==> config.mk <==
export PLATFORM = sky130hd
export DESIGN_NAME = fssa_ctrl
export DESIGN_NICKNAME = d
export VERILOG_FILES = /design/src/sv/fssa_pkg.sv /design/src/sv/fssa_ctrl.sv
export SDC_FILE = /design/constraint.sdc
export NUM_CORES = 1
export LEC_CHECK = 0
export ABC_CLOCK_PERIOD_IN_PS = 2920
export BUFFER_PORTS_ARGS = -buffer_cell sky130_fd_sc_hd__buf_2
export CAP_MARGIN = 20
export CORE_ASPECT_RATIO = 1.2
export CORE_MARGIN = 1.5
export CORE_UTILIZATION = 25
export CTS_CLUSTER_DIAMETER = 50
export DETAILED_ROUTE_END_ITERATION = 16
export PLACE_DENSITY = 0.56
export SLEW_MARGIN = 20
export SYNTH_ARGS = -nofsm -noshare
export SYNTH_HDL_FRONTEND = slang
export SYNTH_SLANG_ARGS = --single-unit
==> constraint.sdc <==
create_clock -name i_clk -period 2.92 [get_ports i_clk]
set_input_delay 0.146 -clock i_clk [delete_from_list [all_inputs] [get_ports i_clk]]
set_output_delay 0.146 -clock i_clk [all_outputs]
set_load 0.05 [all_outputs]
==> src/sv/fssa_pkg.sv <==
// Shared types, constants and command/status structs of the fixed-slot allocator.
`default_nettype none

package fssa_pkg;

    localparam int MAX_SLOTS = 4096;
    localparam int IDX_W     = $clog2(MAX_SLOTS);
    localparam int CNT_W     = IDX_W + 1;
    localparam int ADDR_W    = 32;
    localparam int REGION_W  = 25;
    localparam int SLOT_W    = 17;
    localparam int RSIZE_W   = 24;
    localparam int DVD_W     = REGION_W;
    localparam int DCNT_W    = $clog2(DVD_W);

    localparam logic [ADDR_W-1:0] HEADER_BYTES = 32'd16;

    localparam logic [1:0] CFG_BASE   = 2'd0;
    localparam logic [1:0] CFG_REGION = 2'd1;
    localparam logic [1:0] CFG_SLOT   = 2'd2;

    localparam logic [ADDR_W-1:0]   RST_BASE   = 32'h0020_0000;
    localparam logic [REGION_W-1:0] RST_REGION = 25'd1048576;
    localparam logic [SLOT_W-1:0]   RST_SLOT   = 17'd16;

    typedef enum logic [1:0] {
        REQ_ALLOC = 2'd0,
        REQ_FREE  = 2'd1,
        REQ_INIT  = 2'd2,
        REQ_NONE  = 2'd3
    } t_req;

    typedef enum logic [2:0] {
        ST_OK        = 3'd0,
        ST_TOO_BIG   = 3'd1,
        ST_NO_SLOTS  = 3'd2,
        ST_OUTSIDE   = 3'd3,
        ST_UNDERFLOW = 3'd4
    } t_status;

    typedef enum logic [3:0] {
        S_IDLE,
        S_DECODE,
        S_ALLOC,
        S_DIV1,
        S_DIV2_GO,
        S_DIV2,
        S_MUL,
        S_FILL,
        S_OUT
    } t_state;

    typedef struct packed {
        logic    load_req;
        logic    set_status;
        t_status status;
        logic    mem_rd;
        logic    grant;
        logic    push;
        logic    init_zero;
        logic    div1_start;
        logic    cnt_load;
        logic    div2_start;
        logic    rsv_load;
        logic    mul;
        logic    fill;
        logic    emit;
    } t_cmd;

    typedef struct packed {
        t_req req_type;
        logic too_big;
        logic no_slots;
        logic outside;
        logic underflow;
        logic init_zero;
        logic div_done;
        logic fill_done;
        logic out_free;
    } t_sts;

endpackage

`default_nettype wire

==> src/sv/fssa_ctrl.sv <==
// Controller state machine sequencing allocate, free and init requests.
`default_nettype none

module fssa_ctrl (
    input  wire logic           i_clk,
    input  wire logic           i_rst_n,
    input  wire logic           i_s_valid,
    input  wire fssa_pkg::t_sts i_sts,
    output logic                o_s_ready,
    output fssa_pkg::t_cmd      o_cmd
);

    fssa_pkg::t_state r_state;
    fssa_pkg::t_state n_state;

    always_ff @(posedge i_clk) begin
        if (!i_rst_n) begin
            r_state <= fssa_pkg::S_IDLE;
        end else begin
            r_state <= n_state;
        end
    end

    always_comb begin
        n_state = r_state;
        unique case (r_state)
            fssa_pkg::S_IDLE: begin
                if (i_s_valid) n_state = fssa_pkg::S_DECODE;
            end
            fssa_pkg::S_DECODE: begin
                unique case (i_sts.req_type)
                    fssa_pkg::REQ_ALLOC: begin
                        if (i_sts.too_big || i_sts.no_slots) n_state = fssa_pkg::S_OUT;
                        else n_state = fssa_pkg::S_ALLOC;
                    end
                    fssa_pkg::REQ_INIT: begin
                        if (i_sts.init_zero) n_state = fssa_pkg::S_OUT;
                        else n_state = fssa_pkg::S_DIV1;
                    end
                    default: n_state = fssa_pkg::S_OUT;
                endcase
            end
            fssa_pkg::S_ALLOC:   n_state = fssa_pkg::S_OUT;
            fssa_pkg::S_DIV1: begin
                if (i_sts.div_done) n_state = fssa_pkg::S_DIV2_GO;
            end
            fssa_pkg::S_DIV2_GO: n_state = fssa_pkg::S_DIV2;
            fssa_pkg::S_DIV2: begin
                if (i_sts.div_done) n_state = fssa_pkg::S_MUL;
            end
            fssa_pkg::S_MUL:     n_state = fssa_pkg::S_FILL;
            fssa_pkg::S_FILL: begin
                if (i_sts.fill_done) n_state = fssa_pkg::S_OUT;
            end
            fssa_pkg::S_OUT: begin
                if (i_sts.out_free) n_state = fssa_pkg::S_IDLE;
            end
            default: n_state = fssa_pkg::S_IDLE;
        endcase
    end

    always_comb begin
        o_cmd        = '0;
        o_cmd.status = fssa_pkg::ST_OK;
        o_s_ready    = 1'b0;
        unique case (r_state)
            fssa_pkg::S_IDLE: begin
                o_s_ready      = 1'b1;
                o_cmd.load_req = i_s_valid;
            end
            fssa_pkg::S_DECODE: begin
                o_cmd.set_status = 1'b1;
                unique case (i_sts.req_type)
                    fssa_pkg::REQ_ALLOC: begin
                        if (i_sts.too_big) begin
                            o_cmd.status = fssa_pkg::ST_TOO_BIG;
                        end else if (i_sts.no_slots) begin
                            o_cmd.status = fssa_pkg::ST_NO_SLOTS;
                        end else begin
                            o_cmd.mem_rd = 1'b1;
                        end
                    end
                    fssa_pkg::REQ_FREE: begin
                        if (i_sts.outside) begin
                            o_cmd.status = fssa_pkg::ST_OUTSIDE;
                        end else if (i_sts.underflow) begin
                            o_cmd.status = fssa_pkg::ST_UNDERFLOW;
                        end else begin
                            o_cmd.push = 1'b1;
                        end
                    end
                    fssa_pkg::REQ_INIT: begin
                        if (i_sts.init_zero) o_cmd.init_zero = 1'b1;
                        else o_cmd.div1_start = 1'b1;
                    end
                    default: ;
                endcase
            end
            fssa_pkg::S_ALLOC:   o_cmd.grant = 1'b1;
            fssa_pkg::S_DIV1:    o_cmd.cnt_load = i_sts.div_done;
            fssa_pkg::S_DIV2_GO: o_cmd.div2_start = 1'b1;
            fssa_pkg::S_DIV2:    o_cmd.rsv_load = i_sts.div_done;
            fssa_pkg::S_MUL:     o_cmd.mul = 1'b1;
            fssa_pkg::S_FILL:    o_cmd.fill = !i_sts.fill_done;
            fssa_pkg::S_OUT:     o_cmd.emit = i_sts.out_free;
            default: ;
        endcase
    end

endmodule

`default_nettype wire

-- Yosys cells after proc, flatten, opt, wreduce, memory -nomap -nowiden
Cells that the tools add are included.
- input port bits: 13
- word-level logic and storage cells: 55
- output and inout port bits: 17
- register bits: 4
- reduce and logical (&&, ||, !) cells: 5
- equal/unequal tests: 15
- mux-type cells: 34
- operators with widths (cell ; number):
    case mux 4 bit (9 select lines) ; 1
    two-way mux 4 bit ; 7
    two-way mux 1 bit ; 17
    equality test 4 x 3 -> 1 bit (second input constant) ; 4
    two-way mux 3 bit ; 4
    inequality test 2 bit (second input constant) ; 5
    equality test 4 x 2 -> 1 bit (second input constant) ; 2
    case mux 4 bit (2 select lines) ; 1
    case mux 3 bit (2 select lines) ; 1
    two-way mux 5 bit ; 1
    AND reduction 5 bit ; 1
    equality test 4 x 1 -> 1 bit (second input constant) ; 1
    equality test 4 bit (second input constant) ; 1
    logical NOT 4 bit ; 1
    two-way mux 2 bit ; 2
    equality test 2 x 1 -> 1 bit (second input constant) ; 1
    equality test 2 bit (second input constant) ; 1
    logical NOT 2 bit ; 1
    logical NOT 1 bit ; 1
    logical OR 1 bit ; 1

-- Longest topological paths before layout
Gate-level depths: netlist of the first run.
- word-level depth: 4
- mapped depth: 5
- depth with buffers taken out: 4

-- Least setup slack after synthesis of the first run
OpenSTA, ideal clock, no wires.
- path type: reg-to-output
- start: register r_state[2]
- end: output o_cmd[15] in the netlist's numbering
- data arrival time: 2.676 ns
- cell stages (with the launch flop): 4
- buffers on the path: 1
- slack: 0.098 ns
- cell sequence: dfxtp_1 -> buf_2 -> nor4_1 -> and2_1
- RTL lines (element ; line ; RTL):
    start, declared ; fssa_ctrl.sv:13 ; fssa_pkg::t_state r_state;
    start signal, assigned ; fssa_ctrl.sv:18 ; r_state <= fssa_pkg::S_IDLE;
    start signal, assigned ; fssa_ctrl.sv:20 ; r_state <= n_state;
    end, declared ; fssa_ctrl.sv:10 ; output fssa_pkg::t_cmd o_cmd

==> metrics.md, run 1 <==
| Metric | Value |
|---|---|
| Critical path arrival | `2030 ps` |
| Setup violations, final | `0` |
| Largest register FFs | `4` |
| Final max-slew violation count | `0` |
| Post-synth EDFFs | `0` |
| First-pass GRT wire length | `1.88 mm` |
| Final non-filler cell total | `115` |
| Fin crit share | `0.745` |
| Post-synthesis sequential area ratio | `0.164` |
| Top cells by count, synth | `nand2_1 (9), inv_1 (5), nor2_1 (5)` |
| Routed WL | `1.23 mm` |
| Tmin final | `2170 ps` |
| Top FF cell, synth | `dfxtp_1` |
| Total core area | `1850 um2` |
| Post-route DRC | `0` |
| Post-synth top area share | `0.164` |
| Crit-path leading delay family | `simple AND/OR/NAND/NOR gates` |
| Cell taking the most area after synthesis | `dfxtp_1` |
| Net Sw Frac | `0.584` |
| # port buffers | `29` |
| NetSw | `333 uW` |
| 1st-iter DRT viols | `9` |
| Width of the die | `43.4 um` |
| Worst vdd ir | `461 uV` |
| Biggest register | `r_state` |
| Crit path buf inv count | `1` |
| CP Max Fanout | `11` |
| Die Y-Extent | `51.5 um` |
| Antenna violations before repair | `0` |
| Antenna cells | `0` |
| Hold Violations, Final | `0` |
| Initial core utilization | `0.264` |
| Fin Clk Skew | `0.888 ps` |
| Max-cap violations | `0` |
| HP Class | `in2reg` |
| Remaining antenna violation count after routing | `0` |
| Worst path required time | `2770 ps` |
| Ys Warns | `0` |
| Fin worst setup slack | `746 ps` |
| Top-count cell post-synth | `nand2_1` |
| Slew margin rel. | `0.679` |
| Vias per cell | `5.03` |
| Area of the mapped netlist | `489 um2` |
| CTS buffer count | `3` |
| Worst slew pin tran | `481 ps` |
| Detailed-router iteration count before antenna repair | `4` |
| CTS sink count | `4` |
| Dominant cells by area after synthesis | `dfxtp_1 (16%), nand2_1 (6.9%), a21oi_1 (4.1%), nor3_1 (4.1%), inv_1 (3.8%)` |
| Clock Latency Late Sink | `230 ps` |
| RSZ-0062 raised after global routing | `false` |
| Syn-to-layout area delta | `33.0%` |
| P_int | `237 uW` |
| Comb pwr share | `0.648` |
| Post-route cell area | `651 um2` |
| Crit Path Class | `reg2out` |
| Final hold slack | `172 ps` |
| Wire length per cell | `10.7 um` |
| LEAKAGE | `0.324 nW` |
| Pwr Total | `570 uW` |
| Post_cts resized | `0` |
| HPWL Detailed | `957 um` |
| Vias | `578` |
| Flop pwr share | `0.238` |
| TritonCTS clock tree | `done` |
| Worst path cell trace | `nor2b_4 -> nand2_1 -> or2_2 -> nor4b_1 -> buf_2` |
| Critical Path Start Type | `flip-flop` |
| Num rows | `17` |
| GRT overflow | `0` |
| Largest net degree at the start of global routing | `17` |
| Outcome | `complete, no violations` |
| Largest regs | `r_state x4` |
| Ys async rst share | `0` |
| Clk buf depth | `2` |
| Pwr dens | `876 nW/um2` |
| Hold-fix buffers, CTS | `0` |
| I/O pin count | `30` |
| Synth Instances | `69` |
| Register bit count reported by yosys | `4` |
| Dpl ws | `992 ps` |
| Final Wtd Congestion | `0.724` |
| H-tree depth | `1` |
| Area of placed instances | `628 um2` |
| Nets@finish | `111` |
| Synth cell types | `36` |
| Crit. End Element | `output pin` |
| Share of cells above drive strength 1 | `0.396` |
| Post-Route Setup TNS | `0 ps` |
| Die ar. | `2230 um2` |
| Crit-path max cell delay | `530 ps` |
| Post-Syn Nets | `82` |
| Dpl cells | `112` |
| Vias in the first global route | `464` |
| Fillcell total | `202` |
| Mapped Avg Cell Area | `7.09 um2` |
| GRT Total Usage | `0.106` |
| Clock network power share | `0.115` |
| Post-CTS setup buffers | `0` |
| Fin util | `0.352` |
| Clk slew on worst S/H paths | `30 ps` |
| Clock Root Buffer | `clkbuf_4` |
| Slowest cell on the critical path | `dfxtp_1` |
| Max Freq | `460 MHz` |
## final cells by class
class                   instances  area (um2)  area share
inverters                       5        18.8      0.0288
flip-flops and latches          4        80.1       0.123
well taps                      19        23.8      0.0365
multi-input cells              55         360       0.554
clock buffers                   3        22.5      0.0346
repair buffers                 29         145       0.223
## logic make-up after synthesis
logic type | share of synthesized area
AO/OA/AOI/OAI | 0.230
XOR/XNOR | 0.0179
buffers and inverters | 0.0997
AND/OR/NAND/NOR | 0.468
flip-flops | 0.164
multiplexers | 0.0205
## layer usage
| metal | vias up | track usage | wire length [um] | share of wire |
|---|---|---|---|---|
| li1 | 306 | - | - | - |
| met1 | 253 | 0.146 | 598 | 0.49 |
| met2 | 19 | 0.159 | 534 | 0.44 |
| met3 | 0 | 0.0212 | 93 | 0.076 |
| met4 | 0 | 0.0455 | 0 | 0 |
| met5 | - | 0 | 0 | 0 |
## cell usage in the layout, fill, tap and decap left out, types with 3 or more instances in the layout
cell / n
buf_2: 29
nand2_1: 9
nor2_1: 5
inv_1: 5
nor3_1: 4
a21oi_1: 4
dfxtp_1: 4
nand2b_1: 3
clkbuf_4: 3
## power by group through the flow
stage               logic, mW  registers (mW)  clock network, mW
CTS                     0.370           0.134             0.0707
floorplan               0.356          0.0871                  0
global placement        0.368           0.133                  0
global route            0.394           0.141             0.0715
detailed placement      0.370           0.135                  0
finish                  0.369           0.135             0.0653
## path summary, 6_finish.rpt
kind,startpoint,endpoint,slack (ps),cells after the start
worst max register to register,r_state[1],r_state[1],1290,4
worst min-delay path,i_rst_n,r_state[0],170,3
worst min register to register,r_state[3],r_state[3],640,2
worst max-delay path,r_state[0],o_cmd[13],750,5
## worst min-delay path: stages
cell and delay (ps):
buf_2 120, nand2_1 50, nor2_1 30
No activity file was read; power rests on OpenSTA's default activity.
==> run 2, diff against run 1 <==
- ABC_AREA: default -> 1
- ABC_CLOCK_PERIOD_IN_PS: 2920 -> 2000
- PLACE_DENSITY: 0.56 -> 0.59
- clock period: 2.92 -> 2 ns (I/O delays scaled with it)
==> run 2 against run 1 <==
Effect of this change: clock power is 53% higher; flip-flop and latch count unchanged; final area increased by 4.4%; register-to-register slack worse by 610 ps; via count is 14% higher; critical path depth is the same; count of clock-buffer cells in the layout did not move; area after synthesis shrank 2.6%; worst setup slack worse by 300 ps; synthesized cell count is 35% higher; first-iteration DRC count fell by 56%; critical path type unchanged; largest cell class unchanged.
==> metrics.md, run 2 <==
| Metric | Value |
|---|---|
| P_int | `407 uW` |
| Area of placed instances | `657 um2` |
| Ys Warns | `0` |
| Hold-fix buffers, CTS | `0` |
| Biggest register | `r_state` |
| Outcome | `complete, no violations` |
| Antenna violations before repair | `0` |
| HPWL Detailed | `1.16 mm` |
| Post-Route Setup TNS | `0 ps` |
| Net Sw Frac | `0.650` |
| Clock Latency Late Sink | `230 ps` |
| Clock network power share | `0.086` |
| Largest net degree at the start of global routing | `8` |
| Hold Violations, Final | `0` |
| Register area | `80.1 um2` |
| Crit Path Class | `reg2out` |
| Dominant cells by area after synthesis | `nor2_1 (20%), nand2_1 (18%), dfxtp_1 (17%), inv_1 (12%), nand3_1 (7.3%)` |
| Final non-filler cell total | `144` |
| Vias | `658` |
| Post-route cell area | `679 um2` |
| Critical path arrival | `1450 ps` |
| Post-synthesis sequential area ratio | `0.168` |
| Final Wtd Congestion | `0.815` |
| Width of the die | `42.9 um` |
| Synth cell types | `16` |
| Share of cells above drive strength 1 | `0.328` |
| Largest regs | `r_state x4` |
| LEAKAGE | `0.415 nW` |
| Clk slew on worst S/H paths | `40 ps` |
| RSZ-0062 raised after global routing | `false` |
| Post-synth EDFFs | `0` |
| Num rows | `17` |
| Cell taking the most area after synthesis | `nor2_1` |
| Post-CTS setup buffers | `0` |
| Register bit count reported by yosys | `4` |
| NetSw | `756 uW` |
| CTS sink count | `4` |
| Fin Clk Skew | `0.607 ps` |
| Wire length per cell | `9.40 um` |
| Max Freq | `645 MHz` |
| First-pass GRT wire length | `2.32 mm` |
| Worst vdd ir | `798 uV` |
| Largest register FFs | `4` |
| # port buffers | `29` |
| Vias in the first global route | `607` |
| Initial core utilization | `0.264` |
| Dpl ws | `673 ps` |
| CP Max Fanout | `7` |
| Syn-to-layout area delta | `42.5%` |
| Top FF cell, synth | `dfxtp_1` |
| Tmin final | `1550 ps` |
| Flop pwr share | `0.148` |
| Post-route DRC | `0` |
| Pwr Total | `1.16 mW` |
| Pwr dens | `1710 nW/um2` |
| Commonest non-fill, non-tap cell in the layout | `buf_2` |
| Worst path required time | `1900 ps` |
| Remaining antenna violation count after routing | `0` |
| Nets@finish | `140` |
| Worst slew pin tran | `292 ps` |
| Antenna cells | `0` |
| Max-cap violations | `0` |
| Vias per cell | `4.57` |
| GRT overflow | `0` |
| Area of the multi-input gates | `345 um2` |
| Clock Root Buffer | `clkbuf_4` |
| Area of the mapped netlist | `477 um2` |
| Die ar. | `2180 um2` |
| Top cells by count, synth | `nor2_1 (26), nand2_1 (23), inv_1 (15), nand3_1 (7), dfxtp_1 (4)` |
| Post-Syn Nets | `106` |
| Most frequent cells in the layout | `buf_2 (29), nor2_1 (26), nand2_1 (23)` |
| Final max-slew violation count | `0` |
| 1st-iter DRT viols | `4` |
| GRT Total Usage | `0.141` |
| Comb pwr share | `0.766` |
| Dpl cells | `141` |
| Ys async rst share | `0` |
| Mapped Avg Cell Area | `5.13 um2` |
| Fin worst setup slack | `450 ps` |
| Final hold slack | `118 ps` |
| H-tree depth | `1` |
| Clk buf depth | `2` |
| Slew margin rel. | `0.804` |
| Total core area | `1810 um2` |
| HP Class | `in2reg` |
| Post-synth top area share | `0.205` |
| Fin crit share | `0.775` |
| Synth Instances | `93` |
| Setup violations, final | `0` |
| Top-count cell post-synth | `nor2_1` |
| Fin util | `0.376` |
| Die Y-Extent | `50.8 um` |
| CTS buffer count | `3` |
| I/O pin count | `30` |
| TritonCTS clock tree | `done` |
| Post_cts resized | `0` |
| Detailed-router iteration count before antenna repair | `3` |
| Fillcell total | `213` |
| Crit. End Element | `output pin` |
| Routed WL | `1.35 mm` |
| Critical Path Start Type | `flip-flop` |
[run 2: changes by cell type in the layout (fill, tap and decap cells not counted), moves of 2 or more]
| cell | delta |
|---|---|
| nor3_1 | -2 |
| and3_1 | -2 |
| nor2_4 | +2 |
| nand3b_1 | +2 |
| and2_1 | -2 |
| nand3_1 | +6 |
| nand2_1 | +14 |
| inv_1 | +10 |
| nor2_2 | +2 |
| nor4_1 | -2 |
| nand2b_1 | -3 |
| nor4b_1 | -2 |
| nor2_1 | +21 |
[run 2: routing by layer]
layer / vias up / global-route usage / share of wire
li1: 352 / - / -
met1: 280 / 0.151 / 0.41
met2: 24 / 0.247 / 0.53
met3: 2 / 0.0247 / 0.056
met4: 0 / 0.0938 / 0.011
met5: - / 0 / 0
[run 2: area by class of cell]
cell class | instances | share of cell area
well taps | 19 | 0.0350
inverters | 16 | 0.0921
clock buffers | 3 | 0.0331
repair buffers | 29 | 0.214
flip-flops and latches | 4 | 0.118
multi-input cells | 73 | 0.508
[run 2: path summary, 6_finish.rpt]
path	from	endpoint	slack (ps)	cells after the start
setup reg to reg	r_state[1]	r_state[1]	680	7
hold / removal	i_rst_n	r_state[3]	120	3
setup / recovery	r_state[0]	o_cmd[8]	450	5
hold reg to reg	r_state[2]	r_state[2]	540	2
[run 2: power by group through the flow]
stage	clock [mW]	combinational [mW]	sequential, mW
after floorplan	0	0.722	0.159
after global placement	0	0.887	0.171
after detailed placement	0	0.893	0.172
after CTS	0.107	0.898	0.171
after global routing	0.113	0.983	0.182
final	0.100	0.891	0.172
[run 2: cells by family (layout without fill, tap and decap cells)]
kind of cell,count (synthesis),after routing,share of synthesized area
buf+inv,16,48,0.131
flops,4,4,0.168
simple gates,68,68,0.643
compound gates,5,5,0.0577
[run 2: critical path: stages, from the launching register on]
cell	delay, ps
dfxtp_1	430
nand2_2	110
nor2_4	180
inv_4	70
nor4_2	130
buf_2	300
==> run 3, diff against run 2 <==
- ABC_AREA: 1 -> 0
- ABC_CLOCK_PERIOD_IN_PS: 2000 -> 1300
- PLACE_DENSITY: 0.59 -> 0.58
- clock period: 2 -> 1.3 ns (I/O delays scaled with it)
==> run 3 against run 2 <==
Effect of this change: final area is 97% higher; die area rose by 2.5%; utilization grew 35 points; hold slack got worse by 27 ps; sequential share of layout area shrank 5.1 points; the flow now finishes with violations (negative setup slack).
==> metrics.md, run 3 (synthesis results as in run 1) <==
| Metric | Value |
|---|---|
| Post-route DRC | `0` |
| H-tree depth | `1` |
| Clock Latency Late Sink | `230 ps` |
| Fillcell total | `136` |
| TritonCTS clock tree | `done` |
| Worst vdd ir | `980 uV` |
| Nets@finish | `144` |
| Antenna cells | `0` |
| GRT Total Usage | `0.163` |
| Fin worst setup slack | `-244 ps` |
| Pwr Total | `2.66 mW` |
| Met2 Track Usage GR | `0.323` |
| Width of the die | `43.4 um` |
| Remaining antenna violation count after routing | `0` |
| Clk buf depth | `2` |
| Slew margin rel. | `0.811` |
| Worst path required time | `1240 ps` |
| Fin crit share | `1.19` |
| Final hold slack | `91.1 ps` |
| Syn-to-layout area delta | `174%` |
| R2r worst-path depth | `5` |
| HP Class | `in2reg` |
| Worst path cell trace | `nor2b_4 -> nand2_2 -> or2_4 -> nor4b_4 -> buf_6` |
| Num rows | `17` |
| Slowest cell on the critical path | `dfxtp_4` |
| GRT overflow | `0` |
| HPWL Detailed | `1.23 mm` |
| Die Y-Extent | `51.5 um` |
| CTS sink count | `4` |
| Fin Clk Skew | `3.69 ps` |
| Crit Path Class | `reg2out` |
| Vias in the first global route | `691` |
| Busiest grt layer | `met2` |
| 1st-iter DRT viols | `5` |
| Met3 GRT Util | `0.0459` |
| LEAKAGE | `0.623 nW` |
| Share of cells above drive strength 1 | `0.806` |
| # port buffers | `29` |
| Detailed-router iteration count before antenna repair | `3` |
| Largest regs | `r_state x4` |
| Critical path arrival | `1480 ps` |
| Final Wtd Congestion | `0.734` |
| Largest net degree at the start of global routing | `15` |
| Total core area | `1850 um2` |
| Vias per cell | `5.11` |
| Worst slew pin tran | `280 ps` |
| Failing checks | `negative setup slack` |
| Antenna violations before repair | `0` |
| Vias | `757` |
| Crit. End Element | `output pin` |
| Biggest register | `r_state` |
| Outcome | `finished with violations` |
| Max Freq | `648 MHz` |
| Tmin final | `1540 ps` |
| Commonest non-fill, non-tap cell in the layout | `buf_4` |
| Initial core utilization | `0.264` |
| Crit-path max cell delay | `350 ps` |
| Max-cap violations | `0` |
| Met1 Resource Use GR | `0.159` |
| Pwr dens | `1980 nW/um2` |
| Die ar. | `2230 um2` |
| Worst Hold Path Cells | `3` |
| Wire length per cell | `13.0 um` |
| Hold Violations, Final | `0` |
| Setup violations, final | `17` |
| I/O pin count | `30` |
| Clk slew on worst S/H paths | `30 ps` |
| CTS buffer count | `3` |
| CP Max Fanout | `4` |
| Largest register FFs | `4` |
| Routed WL | `1.93 mm` |
| Critical Path Start Type | `flip-flop` |
| Clock Root Buffer | `clkbuf_4` |
| RSZ-0062 raised after global routing | `true` |
| Final max-slew violation count | `0` |
| First-pass GRT wire length | `2.82 mm` |
| Most frequent cells in the layout | `buf_4 (23), buf_6 (19), buf_2 (12)` |
==> run 3: cell types whose count changed in the layout (fill, tap and decap cells not counted), sizes merged, moves of 2 or more <==
cell,before,now
and3,0,2
nand2b,0,3
nand3b,2,0
and2,0,2
buf,29,61
nand3,8,1
inv,16,5
nand2,24,9
nor2,30,5
nor2b,0,2
nor4b,0,2
==> run 3: power breakdown <==
group | internal [mW] | leakage, nW | switching, mW
combinational | 1.19 | 0.574 | 1.06
clock | 0.103 | 0.0138 | 0.0484
sequential | 0.187 | 0.0350 | 0.0620
total | 1.48 | 0.623 | 1.18
==> run 3: what timing repair did <==
action	in CTS	in global routing
setup buffers	2	15
resized for setup	51	33
pin swaps	6	10
hold buffers	0	0
setup endpoints to repair	18	19
cloned	0	1
==> run 3: per-stage QoR <==
stage	utilization	cells	setup slack, ps	setup TNS [ps]	instance area [um2]
floorplan	-	69	-362	-1570	617
global placement	0.469	128	-102	-316	867
detailed placement	0.469	128	-122	-451	867
CTS	0.587	133	-252	-1910	1090
global route	0.723	148	-304	-2980	1340
finish	0.723	148	-244	-2010	1340
==> run 3: layer usage <==
metal  wire length, um  part of all wire
met1               721              0.37
met3                77             0.040
met5                 0                 0
met2              1130              0.59
met4                 0                 0
==> run 3: critical path: cells and delay by family (launching register included) <==
kind	cells	cell delay, ps
and+or+nand+nor	4	710
DFF	1	350
buffers and inverters	1	190
==> run 3: final timing paths <==
check	slack [ps]	end	startpoint
max	-240	o_cmd[13]	r_state[3]
min	90	r_state[0]	i_rst_n
max reg2reg	-110	r_state[1]	r_state[1]
min reg2reg	640	r_state[2]	r_state[2]
==> run 3: final cells by class <==
class	instances	area, um2	share of cell area
multi-input combinational	55	594	0.444
timing repair buffer	62	587	0.438
sequential	4	90.1	0.0673
tap	19	23.8	0.0178
clock buffer	3	22.5	0.0168
inverter	5	21.3	0.0159
